<file path="config.mk">
export PLATFORM = sky130hd
export DESIGN_NAME = priority_thread_scheduler_unit_flat
export DESIGN_NICKNAME = d
export VERILOG_FILES = /design/src/design/pts_pkg.sv /design/src/design/pts_in_if.sv /design/src/design/pts_out_if.sv /design/src/design/pts_ctrl.sv /design/src/design/pts_dp.sv /design/src/design/priority_thread_scheduler_unit.sv /design/src/flat_wrapper.sv
export SDC_FILE = /design/constraint.sdc
export NUM_CORES = 1
export LEC_CHECK = 0
export BUFFER_PORTS_ARGS = -buffer_cell sky130_fd_sc_hd__buf_4
export CAP_MARGIN = 20
export CELL_PAD_IN_SITES_DETAIL_PLACEMENT = 0
export CELL_PAD_IN_SITES_GLOBAL_PLACEMENT = 1
export CORE_MARGIN = 1
export CORE_UTILIZATION = 50
export DETAILED_ROUTE_END_ITERATION = 10
export GPL_TIMING_DRIVEN = 0
export PLACE_DENSITY = 0.81
export REMOVE_ABC_BUFFERS = 1
export SLEW_MARGIN = 20
export SYNTH_ARGS = -nofsm -noshare
export SYNTH_HDL_FRONTEND = slang
export SYNTH_SLANG_ARGS = --single-unit
</file>
<file path="constraint.sdc">
create_clock -name clk -period 17.21 [get_ports clk]
set_input_delay 0.8605 -clock clk [delete_from_list [all_inputs] [get_ports clk]]
set_output_delay 0.8605 -clock clk [all_outputs]
set_load 0.1 [all_outputs]
</file>
<file path="src/design/pts_pkg.sv">
`default_nettype none

package pts_pkg;

    localparam logic [1:0] ACT_REGISTER = 2'd0;
    localparam logic [1:0] ACT_DELAY    = 2'd1;
    localparam logic [1:0] ACT_TICK     = 2'd2;

    localparam logic [1:0] ST_OK         = 2'd0;
    localparam logic [1:0] ST_BAD_PRIO   = 2'd1;
    localparam logic [1:0] ST_IDLE_DELAY = 2'd2;
    localparam logic [1:0] ST_ZERO_DELAY = 2'd3;

    typedef struct packed {
        logic in_ready;
        logic exec;
        logic tick_start;
        logic tick_step;
        logic decide;
    } cmd_t;

    typedef struct packed {
        logic in_valid;
        logic is_tick;
        logic walk_last;
        logic out_busy;
    } stat_t;

endpackage

`default_nettype wire

</file>
<file path="src/design/pts_in_if.sv">
`default_nettype none

interface pts_in_if;
    logic        valid;
    logic        ready;
    logic [1:0]  action;
    logic [5:0]  priority_req;
    logic [15:0] delay_ticks;

    modport source (output valid, output action, output priority_req, output delay_ticks,
                    input ready);
    modport sink (input valid, input action, input priority_req, input delay_ticks,
                  output ready);
endinterface

`default_nettype wire

</file>
<file path="src/design/pts_out_if.sv">
`default_nettype none

interface pts_out_if;
    logic        valid;
    logic        ready;
    logic [5:0]  next_priority;
    logic        switch_needed;
    logic [1:0]  status;
    logic [31:0] ready_mask;

    modport source (output valid, output next_priority, output switch_needed, output status,
                    output ready_mask, input ready);
    modport sink (input valid, input next_priority, input switch_needed, input status,
                  input ready_mask, output ready);
endinterface

`default_nettype wire

</file>
<file path="src/design/pts_ctrl.sv">
`default_nettype none

module pts_ctrl (
    input  logic           clk,
    input  logic           rst_n,
    input  pts_pkg::stat_t stat,
    output pts_pkg::cmd_t  cmd
);
    import pts_pkg::*;

    typedef enum logic [1:0] {
        S_IDLE,
        S_EXEC,
        S_TICK,
        S_DECIDE
    } state_t;

    state_t state_reg;
    state_t state_next;

    always_comb
    begin
        state_next = state_reg;
        case (state_reg)
            S_IDLE:
            begin
                if (stat.in_valid)
                begin
                    state_next = S_EXEC;
                end
            end
            S_EXEC:
            begin
                state_next = stat.is_tick ? S_TICK : S_DECIDE;
            end
            S_TICK:
            begin
                if (stat.walk_last)
                begin
                    state_next = S_DECIDE;
                end
            end
            S_DECIDE:
            begin
                if (!stat.out_busy)
                begin
                    state_next = S_IDLE;
                end
            end
            default:
            begin
                state_next = S_IDLE;
            end
        endcase
    end

    always_ff @(posedge clk or negedge rst_n)
    begin
        if (!rst_n)
        begin
            state_reg <= S_IDLE;
        end
        else
        begin
            state_reg <= state_next;
        end
    end

    always_comb
    begin
        cmd.in_ready   = (state_reg == S_IDLE);
        cmd.exec       = (state_reg == S_EXEC);
        cmd.tick_start = (state_reg == S_EXEC);
        cmd.tick_step  = (state_reg == S_TICK);
        cmd.decide     = (state_reg == S_DECIDE) && !stat.out_busy;
    end

endmodule

`default_nettype wire

</file>
<file path="src/design/pts_dp.sv">
`default_nettype none

module pts_dp #(
    parameter int NUM_PRIORITIES = 32,
    parameter int TIMEOUT_BITS   = 16
) (
    input  logic           clk,
    input  logic           rst_n,
    pts_in_if.sink         in_ch,
    pts_out_if.source      out_ch,
    input  pts_pkg::cmd_t  cmd,
    output pts_pkg::stat_t stat
);
    import pts_pkg::*;

    localparam int AW = (NUM_PRIORITIES > 1) ? $clog2(NUM_PRIORITIES) : 1;
    localparam int CW = $clog2(NUM_PRIORITIES + 1);
    localparam logic [31:0] TMAX = 32'((64'd1 << TIMEOUT_BITS) - 64'd1);

    logic [1:0]                action_reg;
    logic [5:0]                prio_reg;
    logic [15:0]               ticks_reg;
    logic [1:0]                status_reg;
    logic [1:0]                status_next;
    logic [NUM_PRIORITIES-1:0] ready_reg;
    logic [NUM_PRIORITIES-1:0] ready_next;
    logic [NUM_PRIORITIES-1:0] delayed_reg;
    logic [NUM_PRIORITIES-1:0] delayed_next;
    logic [NUM_PRIORITIES:0]   registered_reg;
    logic [NUM_PRIORITIES:0]   registered_next;
    logic [CW-1:0]             cur_reg;
    logic [CW-1:0]             walk_reg;

    logic                      out_valid_reg;
    logic [5:0]                out_prio_reg;
    logic                      out_switch_reg;
    logic [1:0]                out_status_reg;
    logic [31:0]               out_mask_reg;

    logic [TIMEOUT_BITS-1:0]   timeout_mem [NUM_PRIORITIES];
    logic [TIMEOUT_BITS-1:0]   rd_data_reg;

    logic                      prio_ok;
    logic [CW-1:0]             prio_idx;
    logic [CW-1:0]             prio_m1;
    logic [AW-1:0]             prio_bit;
    logic [CW-1:0]             cur_m1;
    logic [AW-1:0]             cur_addr;
    logic [31:0]               ticks_wide;
    logic [31:0]               ticks_sat;
    logic [CW-1:0]             walk_m1;
    logic [AW-1:0]             ent;
    logic [TIMEOUT_BITS-1:0]   dec;
    logic                      proc;
    logic                      rd_en;
    logic                      wr_en;
    logic [AW-1:0]             wr_addr;
    logic [TIMEOUT_BITS-1:0]   wr_data;
    logic [CW-1:0]             top;

    function automatic logic [CW-1:0] top_of(input logic [NUM_PRIORITIES-1:0] s);
        logic [CW-1:0] t;
        t = '0;
        for (int p = 0; p < NUM_PRIORITIES; p++)
        begin
            if (s[p])
            begin
                t = CW'(p + 1);
            end
        end
        return t;
    endfunction

    assign in_ch.ready = cmd.in_ready;

    assign prio_ok    = (32'(prio_reg) <= 32'(NUM_PRIORITIES));
    assign prio_idx   = prio_reg[CW-1:0];
    assign prio_m1    = prio_idx - CW'(1);
    assign prio_bit   = prio_m1[AW-1:0];
    assign cur_m1     = cur_reg - CW'(1);
    assign cur_addr   = cur_m1[AW-1:0];
    assign ticks_wide = {16'b0, ticks_reg};
    assign ticks_sat  = (ticks_wide > TMAX) ? TMAX : ticks_wide;
    assign walk_m1    = walk_reg - CW'(1);
    assign ent        = walk_m1[AW-1:0];
    assign dec        = (rd_data_reg != '0) ? rd_data_reg - TIMEOUT_BITS'(1) : rd_data_reg;
    assign proc       = cmd.tick_step && (walk_reg != '0) && delayed_reg[ent];
    assign rd_en      = cmd.tick_step && (walk_reg < CW'(NUM_PRIORITIES));
    assign top        = top_of(ready_reg);

    assign stat.in_valid  = in_ch.valid;
    assign stat.is_tick   = (action_reg == ACT_TICK);
    assign stat.walk_last = (walk_reg == CW'(NUM_PRIORITIES));
    assign stat.out_busy  = out_valid_reg && !out_ch.ready;

    always_comb
    begin
        status_next     = status_reg;
        ready_next      = ready_reg;
        delayed_next    = delayed_reg;
        registered_next = registered_reg;
        wr_en           = 1'b0;
        wr_addr         = cur_addr;
        wr_data         = TIMEOUT_BITS'(ticks_sat);
        if (cmd.exec)
        begin
            status_next = ST_OK;
            case (action_reg)
                ACT_REGISTER:
                begin
                    if (!prio_ok || registered_reg[prio_idx])
                    begin
                        status_next = ST_BAD_PRIO;
                    end
                    else
                    begin
                        registered_next[prio_idx] = 1'b1;
                        if (prio_idx != '0)
                        begin
                            ready_next[prio_bit] = 1'b1;
                        end
                    end
                end
                ACT_DELAY:
                begin
                    if (cur_reg == '0)
                    begin
                        status_next = ST_IDLE_DELAY;
                    end
                    else if (ticks_reg == '0)
                    begin
                        status_next = ST_ZERO_DELAY;
                    end
                    else
                    begin
                        wr_en                  = 1'b1;
                        ready_next[cur_addr]   = 1'b0;
                        delayed_next[cur_addr] = 1'b1;
                    end
                end
                default:
                begin
                    status_next = ST_OK;
                end
            endcase
        end
        if (proc)
        begin
            wr_en   = 1'b1;
            wr_addr = ent;
            wr_data = dec;
            if (dec == '0)
            begin
                ready_next[ent]   = 1'b1;
                delayed_next[ent] = 1'b0;
            end
        end
    end

    always_ff @(posedge clk)
    begin
        if (wr_en)
        begin
            timeout_mem[wr_addr] <= wr_data;
        end
        if (rd_en)
        begin
            rd_data_reg <= timeout_mem[walk_reg[AW-1:0]];
        end
    end

    always_ff @(posedge clk)
    begin
        if (in_ch.valid && cmd.in_ready)
        begin
            action_reg <= in_ch.action;
            prio_reg   <= in_ch.priority_req;
            ticks_reg  <= in_ch.delay_ticks;
        end
        status_reg <= status_next;
        if (cmd.decide)
        begin
            out_prio_reg   <= 6'(top);
            out_switch_reg <= (top != cur_reg);
            out_status_reg <= status_reg;
            out_mask_reg   <= 32'(ready_reg);
        end
    end

    always_ff @(posedge clk or negedge rst_n)
    begin
        if (!rst_n)
        begin
            ready_reg      <= '0;
            delayed_reg    <= '0;
            registered_reg <= '0;
            cur_reg        <= '0;
            walk_reg       <= '0;
            out_valid_reg  <= 1'b0;
        end
        else
        begin
            ready_reg      <= ready_next;
            delayed_reg    <= delayed_next;
            registered_reg <= registered_next;
            if (cmd.tick_start)
            begin
                walk_reg <= '0;
            end
            else if (cmd.tick_step)
            begin
                walk_reg <= walk_reg + CW'(1);
            end
            if (cmd.decide)
            begin
                cur_reg       <= top;
                out_valid_reg <= 1'b1;
            end
            else if (out_ch.ready)
            begin
                out_valid_reg <= 1'b0;
            end
        end
    end

    assign out_ch.valid         = out_valid_reg;
    assign out_ch.next_priority = out_prio_reg;
    assign out_ch.switch_needed = out_switch_reg;
    assign out_ch.status        = out_status_reg;
    assign out_ch.ready_mask    = out_mask_reg;

endmodule

`default_nettype wire

</file>
<file path="src/design/priority_thread_scheduler_unit.sv">
// priority scheduler for NUM_PRIORITIES thread priorities plus the idle thread
// in_ch: one beat is one event (register a thread, delay the running thread,
//   or one timer tick); out_ch: one beat per event with the scheduling decision,
//   switch flag, status code and the ready set after the event
// in_ch.ready is high only while no event is in flight; a finished result sits
//   in the output register, so the next event can be taken while it waits
// register and delay events: the event is executed, then the decision is
//   registered in the output register; the next event waits for the decision
// tick events: the tick walks every timeout entry in one memory with a read port
//   and a write port, one entry per cycle with registered read data
// if the output register still holds an untaken result when a decision is due,
//   the block holds in its decision step until that result is taken; no beat is lost
// reset clears the ready, delayed and registered sets and makes the idle
//   thread current; the timeout memory is not cleared, and an entry's read data
//   is used only after a delay has written it
`default_nettype none

module priority_thread_scheduler_unit #(
    parameter int NUM_PRIORITIES = 32,
    parameter int TIMEOUT_BITS   = 16
) (
    input  logic      clk,
    input  logic      rst_n,
    pts_in_if.sink    in_ch,
    pts_out_if.source out_ch
);
    import pts_pkg::*;

    cmd_t  cmd;
    stat_t stat;

    pts_ctrl u_ctrl (
        .clk   (clk),
        .rst_n (rst_n),
        .stat  (stat),
        .cmd   (cmd)
    );

    pts_dp #(
        .NUM_PRIORITIES (NUM_PRIORITIES),
        .TIMEOUT_BITS   (TIMEOUT_BITS)
    ) u_dp (
        .clk    (clk),
        .rst_n  (rst_n),
        .in_ch  (in_ch),
        .out_ch (out_ch),
        .cmd    (cmd),
        .stat   (stat)
    );

endmodule

`default_nettype wire

</file>
<file path="src/flat_wrapper.sv">
// flat-port wrapper written by rule: the top's interface ports become plain ports
module priority_thread_scheduler_unit_flat import pts_pkg::*;
#(
    parameter int NUM_PRIORITIES = 32,
    parameter int TIMEOUT_BITS   = 16
)
  (clk, rst_n, in_ch_valid, in_ch_action, in_ch_priority_req, in_ch_delay_ticks, in_ch_ready, out_ch_valid, out_ch_next_priority, out_ch_switch_needed, out_ch_status, out_ch_ready_mask, out_ch_ready);
  pts_in_if in_ch_i ();
  pts_out_if out_ch_i ();
  input  logic clk;
  input  logic rst_n;
  input wire logic [$bits(in_ch_i.valid)-1:0] in_ch_valid;
  input wire logic [$bits(in_ch_i.action)-1:0] in_ch_action;
  input wire logic [$bits(in_ch_i.priority_req)-1:0] in_ch_priority_req;
  input wire logic [$bits(in_ch_i.delay_ticks)-1:0] in_ch_delay_ticks;
  output wire logic [$bits(in_ch_i.ready)-1:0] in_ch_ready;
  output wire logic [$bits(out_ch_i.valid)-1:0] out_ch_valid;
  output wire logic [$bits(out_ch_i.next_priority)-1:0] out_ch_next_priority;
  output wire logic [$bits(out_ch_i.switch_needed)-1:0] out_ch_switch_needed;
  output wire logic [$bits(out_ch_i.status)-1:0] out_ch_status;
  output wire logic [$bits(out_ch_i.ready_mask)-1:0] out_ch_ready_mask;
  input wire logic [$bits(out_ch_i.ready)-1:0] out_ch_ready;
  assign in_ch_i.valid = in_ch_valid;
  assign in_ch_i.action = in_ch_action;
  assign in_ch_i.priority_req = in_ch_priority_req;
  assign in_ch_i.delay_ticks = in_ch_delay_ticks;
  assign in_ch_ready = in_ch_i.ready;
  assign out_ch_valid = out_ch_i.valid;
  assign out_ch_next_priority = out_ch_i.next_priority;
  assign out_ch_switch_needed = out_ch_i.switch_needed;
  assign out_ch_status = out_ch_i.status;
  assign out_ch_ready_mask = out_ch_i.ready_mask;
  assign out_ch_i.ready = out_ch_ready;
  priority_thread_scheduler_unit #(.NUM_PRIORITIES(NUM_PRIORITIES), .TIMEOUT_BITS(TIMEOUT_BITS)) u_core (.clk(clk), .rst_n(rst_n), .in_ch(in_ch_i), .out_ch(out_ch_i));
endmodule
</file>
# Yosys cells after proc, flatten, opt, wreduce, memory -nomap -nowiden
# Memories as Yosys holds them, arrays and structs flattened. A register that Yosys moved wholly into a read port is not among the register bits.
# Index checks and enable logic that the tools add are counted.
[word_totals]
regBits = 179
ramBits = 512
in_bits = 28
memories = 1
[mem_list]
columns = ["name", "words", "word_bits", "rd", "rd_ports_with_merged_regs", "write_ports", "line", "rtl"]
rows = [
  ["u_core.u_dp.timeout_mem", 32, 16, 1, 1, 1, "pts_dp.sv:40", "logic [TIMEOUT_BITS-1:0] timeout_mem [NUM_PRIORITIES];"],
]
[op_classes]
add_sub_neg = 5
n_lt_le_gt_ge = 11
n_eq_ne = 10
muxes = 82
n_bitwise = 9
n_reduce_logical = 26
[ops]
columns = ["operator", "count"]
rows = [
  ["$mux W32", 13],
  ["$mux W6", 33],
  ["$or A32 B32 Y32", 3],
  ["$and A32 B32 Y32", 2],
  ["$not A32 Y32", 2],
  ["$pmux W32 S2", 1],
  ["$mux W16", 3],
  ["$or A33 B33 Y33", 1],
  ["$logic_not A16 Y1", 2],
  ["$lt A5 B6 Y1 const B", 3],
  ["$mux W1", 18],
  ["$gt A16 B16 Y1 const B", 1],
  ["$reduce_bool A16 Y1", 1],
  ["$sub A16 B1 Y16 const B", 1],
  ["$demux W1 S5", 3],
  ["$ge A5 B1 Y1 const B", 3],
  ["$sub A5 B1 Y5 const B", 3],
  ["$reduce_bool A6 Y1", 2],
  ["$logic_and A1 B1 Y1", 10],
  ["$mux W2", 5],
  ["$pmux W2 S4", 1],
  ["$lt A6 B7 Y1 const B", 1],
  ["$add A6 B1 Y6 const B", 1],
  ["$bmux W1 S6", 1],
  ["other kinds (20)", 29],
]

# Depth between registers and ports, before layout
[depth]
ltp_word = 33
ltp_mapped = 15
mapped_depth_nobuf = 9

# Hierarchy
# A second synthesis with hierarchy kept.
[unflattened]
hier_cells = 1684
area_unflattened_um2 = 29440.7
[modules_own_cells]
columns = ["mod", "instances", "cells_per_inst", "area_per_inst_um2"]
rows = [
  ["pts_dp", 1, 1665, 29248.1],
  ["pts_ctrl", 1, 19, 192.7],
]

# Least setup slack after synthesis
# OpenSTA, ideal clock, no wires.
[synth_path]
path_type = "flip-flop to flip-flop"
start = "reg u_core.u_dp.walk_reg[0]"
end = "mem u_core.u_dp.timeout_mem[0][12] (data pin)"
arrival_time_ns = 4.938
path_slack_ns = 11.818
path_stages_with_launch = 15
period_less_slack_ns = 5.392
cell_sequence = "dfrtp_1 buf_2 clkbuf_1 clkbuf_1 inv_1 ha_1 clkbuf_1 mux4_2 a21bo_2 a41o_1 or3_1 clkbuf_1 buf_2 buf_2 o21ai_0"
[synth_via]
elab_chain_len = 5
elab_cells_between_ends = 7
cone_classes = "add/sub: 1; mux: 3; reduce/logical: 3"
[synth_lines]
columns = ["item", "line", "rtl"]
rows = [
  ["start: declaration", "pts_dp.sv:32", "logic [CW-1:0] walk_reg;"],
  ["start signal: assignment", "pts_dp.sv:212", "walk_reg <= walk_reg + CW'(1);"],
  ["$sub A5 B1 Y5", "pts_dp.sv:84", "assign walk_m1 = walk_reg - CW'(1);"],
  ["$bmux W1 S5", "pts_dp.sv:87", "assign proc = cmd.tick_step && (walk_reg != '0) && delayed_reg[ent];"],
  ["$mux W1 (implied by the code)", "pts_dp.sv:87", ""],
  ["$logic_and A1 B1 Y1 (*)", "pts_dp.sv:87", ""],
  ["$mux W16 (*)", "pts_dp.sv:147", "if (proc)"],
  ["net u_core.u_dp.wr_data[12]", "pts_dp.sv:58", "logic [TIMEOUT_BITS-1:0] wr_data;"],
  ["end: declaration", "pts_dp.sv:40", ""],
]
# Mark *: on every way through the listed nets, which the timed path passes. The rest lies on a longest branch. The select of a mux whose other input is x is not followed.

# Final worst setup path
[layout_path]
start = "reg u_core.u_dp.walk_reg[1]"
end = "mem u_core.u_dp.timeout_mem[30][9] (data pin)"
# Same word-level chain as after synthesis.

==> metrics.csv <==
stage;metric;value;unit
detailed_routing;vias per cell;6.34;
clock_tree;PostCTS Resize Cnt;0;
power_and_ir_drop;Leak;0.0117;uW
run;# Max-Cap Violations;0;
sta;fin crit period;5.13;ns
cells_and_area;fin cells;2678;
cells_and_area;FILL cells;4242;
power_and_ir_drop;Power Total;6080;uW
cells_and_area;max reg flops;512;
yosys;Synth Warn #;0;
yosys;synthesized area;29400;sq um
clock_tree;Num CTS Buffers;74;
setup_path;WS Path Type;reg2reg;
setup_path;Reg2Reg Setup Slack;12.08;ns
power_and_ir_drop;Cell Int Power;3870;uW
sta;Slew headroom;29.0;%
grt;initial antenna violation count;0;
sta;Fin. Hold Viols;0;
clock_tree;CTS tree;built;
grt;number of global-route vias before repair;17099;
clock_tree;CTS sink count;706;
clock_tree;clock slew at reported path FFs;0.06;ns
power_and_ir_drop;Logic pwr share;34.1;%
placed_design;dpl hpwl;47800;um
clock_tree;CTS Buffer Depth;3;
clock_tree;H-tree depth;3;
sta;setup_tns;0;ns
sta;RSZ-0062 raised after global routing;no;
power_and_ir_drop;PD cells;177;nW/um^2
yosys;fraction of registers with async set/reset;15.9;%
cells_and_area;Nets;1898;
die;Die Height;245;um
setup_path;CP max FO;48;
cells_and_area;commonest cells after routing, fill and taps aside;edfxtp_1, mux4_2, nand2_1;
die;row cnt;88;
grt;GRT overflow;0;
placed_design;Post-Place Cells;2544;
detailed_routing;Via Count;16969;
cells_and_area;commonest non-fill, non-tap cell in the layout;edfxtp_1;
detailed_routing;Residual DRC;0;
power_and_ir_drop;Clk network pwr share;25.3;%
setup_path;critical path data arrival time;5.41;ns
power_and_ir_drop;Switching Share;36.4;%
yosys;number of synthesized flops with an enable pin;594;
sta;max-slew violations;0;
sta;Final setup viols;0;
placed_design;Port-buffer cells;70;
sta;highest clock rate;195;MHz
cells_and_area;final instance area;34400;sq um
placed_design;placed cell area;32100;sq um
yosys;synthesized flop and latch total;706;
placed_design;GPL Wtd Cong;0.886;
detailed_routing;Avg WL per Cell;27.1;um
outcome;outcome;finished clean;
setup_path;Critical Path RT;17.49;ns
die;Initial Utilization;50.8;%
grt;Total GRT Usage;25.0;%
power_and_ir_drop;share of power burned in registers;40.6;%
cells_and_area;fin util;59.4;%
die;Core ar.;57900;sq um
die;die area;59800;sq um
die;# IOs;71;
yosys;Distinct cells, synth;74;
sta;Setup Skew;0.0291;ns
detailed_routing;Initial DRC Count;1874;
clock_tree;hold buffer count at CTS;0;
yosys;Avg Cell Area, Syn;17.0;sq um
detailed_routing;WL final;72600;um
clock_tree;root buffer cell;clkbuf_16;
cells_and_area;layout cell share with drive strength beyond 1;26.3;%
power_and_ir_drop;Sw Pwr;2210;uW
yosys;Most used DFF post-synth;edfxtp_1;
clock_tree;Clock Latency Late Sink;0.64;ns
grt;pin count of the biggest net entering global routing;64;
worst_hold_path;Hold WC Path Type;in2async;
yosys;Cells after Synth;1730;
detailed_routing;Initial DRT Pass Iterations;7;
grt;first-pass GRT wire length;109000;um
yosys;sequential area share after synthesis;70.2;%
setup_path;crit path capture type;flop;
sta;fin crit share;29.8;%
cells_and_area;Area Growth Syn to Fin;16.9;%
sta;measured slew at the worst slew-check pin;1.05;ns
detailed_routing;post-route ant nets;0;
cells_and_area;Inserted Diodes;0;
die;Die Width;245;um
clock_tree;Post-CTS Setup Bufs;0;
power_and_ir_drop;Peak VDD IR;0.118;mV
setup_path;CP Launch Type;flop;
Yosys cell counts (4+ instances only):
| master | n | area share, % |
|---|---|---|
| a211oi_1 | 6 | 0.15 |
| a21o_1 | 9 | 0.23 |
| a21oi_1 | 60 | 1.0 |
| a221o_1 | 4 | 0.14 |
| a22oi_1 | 11 | 0.28 |
| a31o_2 | 6 | 0.18 |
| a31oi_1 | 5 | 0.11 |
| a41o_1 | 5 | 0.17 |
| and2_1 | 12 | 0.26 |
| and3_1 | 7 | 0.15 |
| buf_1 | 15 | 0.19 |
| buf_2 | 19 | 0.32 |
| clkbuf_1 | 48 | 0.61 |
| dfrtp_1 | 112 | 9.5 |
| edfxtp_1 | 594 | 61 |
| ha_1 | 15 | 0.64 |
| inv_1 | 33 | 0.42 |
| mux2_2 | 7 | 0.27 |
| mux2i_1 | 11 | 0.37 |
| mux4_2 | 175 | 13 |
| nand2_1 | 136 | 1.7 |
| nand2b_1 | 12 | 0.26 |
| nand3_1 | 58 | 0.99 |
| nand4_1 | 12 | 0.26 |
| nor2_1 | 78 | 1.0 |
| nor2b_1 | 9 | 0.19 |
| nor3_1 | 36 | 0.61 |
| nor3b_1 | 5 | 0.13 |
| nor4_1 | 12 | 0.26 |
| o21a_1 | 7 | 0.18 |
| o21ai_0 | 55 | 0.94 |
| o21bai_1 | 13 | 0.33 |
| o221ai_1 | 4 | 0.12 |
| o22ai_1 | 7 | 0.15 |
| o31ai_1 | 37 | 0.94 |
| or2_2 | 4 | 0.085 |
| or3_1 | 5 | 0.11 |
| or4_1 | 10 | 0.26 |
| xnor2_1 | 18 | 0.54 |
| xor2_1 | 4 | 0.12 |
worst max-delay path, stage by stage (launching register included):
cell and delay, ns:
dfrtp_4 0.90, buf_16 0.33, inv_1 0.16, ha_1 0.76, mux4_2 0.43, mux4_2 0.54, nor2_1 0.11, or3_4 0.31
buf_16 0.31, a21o_1 0.85
path summary, 6_finish.rpt:
path	endpoint	start	depth (start not counted)
min in group clk	u_core.u_dp.ticks_reg[13]	in_ch_delay_ticks[13]	1
worst min register to register	u_core.u_dp.registered_reg[32]	u_core.u_dp.registered_reg[32]	1
worst max-delay path	u_core.u_dp.timeout_mem[30][9]	u_core.u_dp.walk_reg[1]	9
worst min-delay path	u_core.u_dp.cur_reg[4]	rst_n	1
max in group asynchronous	u_core.u_dp.walk_reg[2]	rst_n	2
worst max register to register	u_core.u_dp.timeout_mem[30][9]	u_core.u_dp.walk_reg[1]	9
per-layer routing:
metal | GRT usage (%) | routed length [um] | up-vias
li1 | - | - | 7195
met1 | 33.5 | 28600 | 8793
met2 | 40.9 | 36300 | 821
met3 | 3.87 | 4900 | 160
met4 | 10.5 | 2880 | 0
met5 | 0 | 0 | -
power by group through the flow:
stage          combinational (uW)  sequential, uW  clock (uW)
6_report                     2070            2470        1540
5_1_grt                      2200            2490        1620
4_1_cts                      2080            2470        1560
3_5_place_dp                 2060            2500           0
3_3_place_gp                 1850            2650           0
2_1_floorplan                1160            2740           0
cell families (layout without fill, tap and decap cells):
logic type	count (synthesis)	count (layout)	share of synthesized area, %
muxes	193	193	14.0
adders and majority gates	15	15	0.638
and+or+nand+nor	417	417	7.03
AOI/OAI and AO/OA	256	256	5.79
buffers and inverters	121	304	1.69
xor gates and xnor gates	22	22	0.655
DFF	706	706	70.2
final cells by class:
cell class                 instances  area, sq um  share of cell area (%)
clock inverter                    45          414                    1.20
multi-input combinational        903         8830                    25.7
inverter                          36          138                   0.400
tap                              765          957                    2.78
sequential                       706        20700                    60.0
timing repair buffer             134         1500                    4.37
clock buffer                      89         1910                    5.55
stage by stage:
stage | hold WS (ns) | setup WS (ns)
floorplan | 0.400 | 6.25
global placement | 0.435 | 0.872
detailed placement | 0.444 | 12.09
CTS | 0.172 | 12.07
global route | 0.203 | 11.88
finish | 0.183 | 12.08
Power figures use the tool's default switching activity.
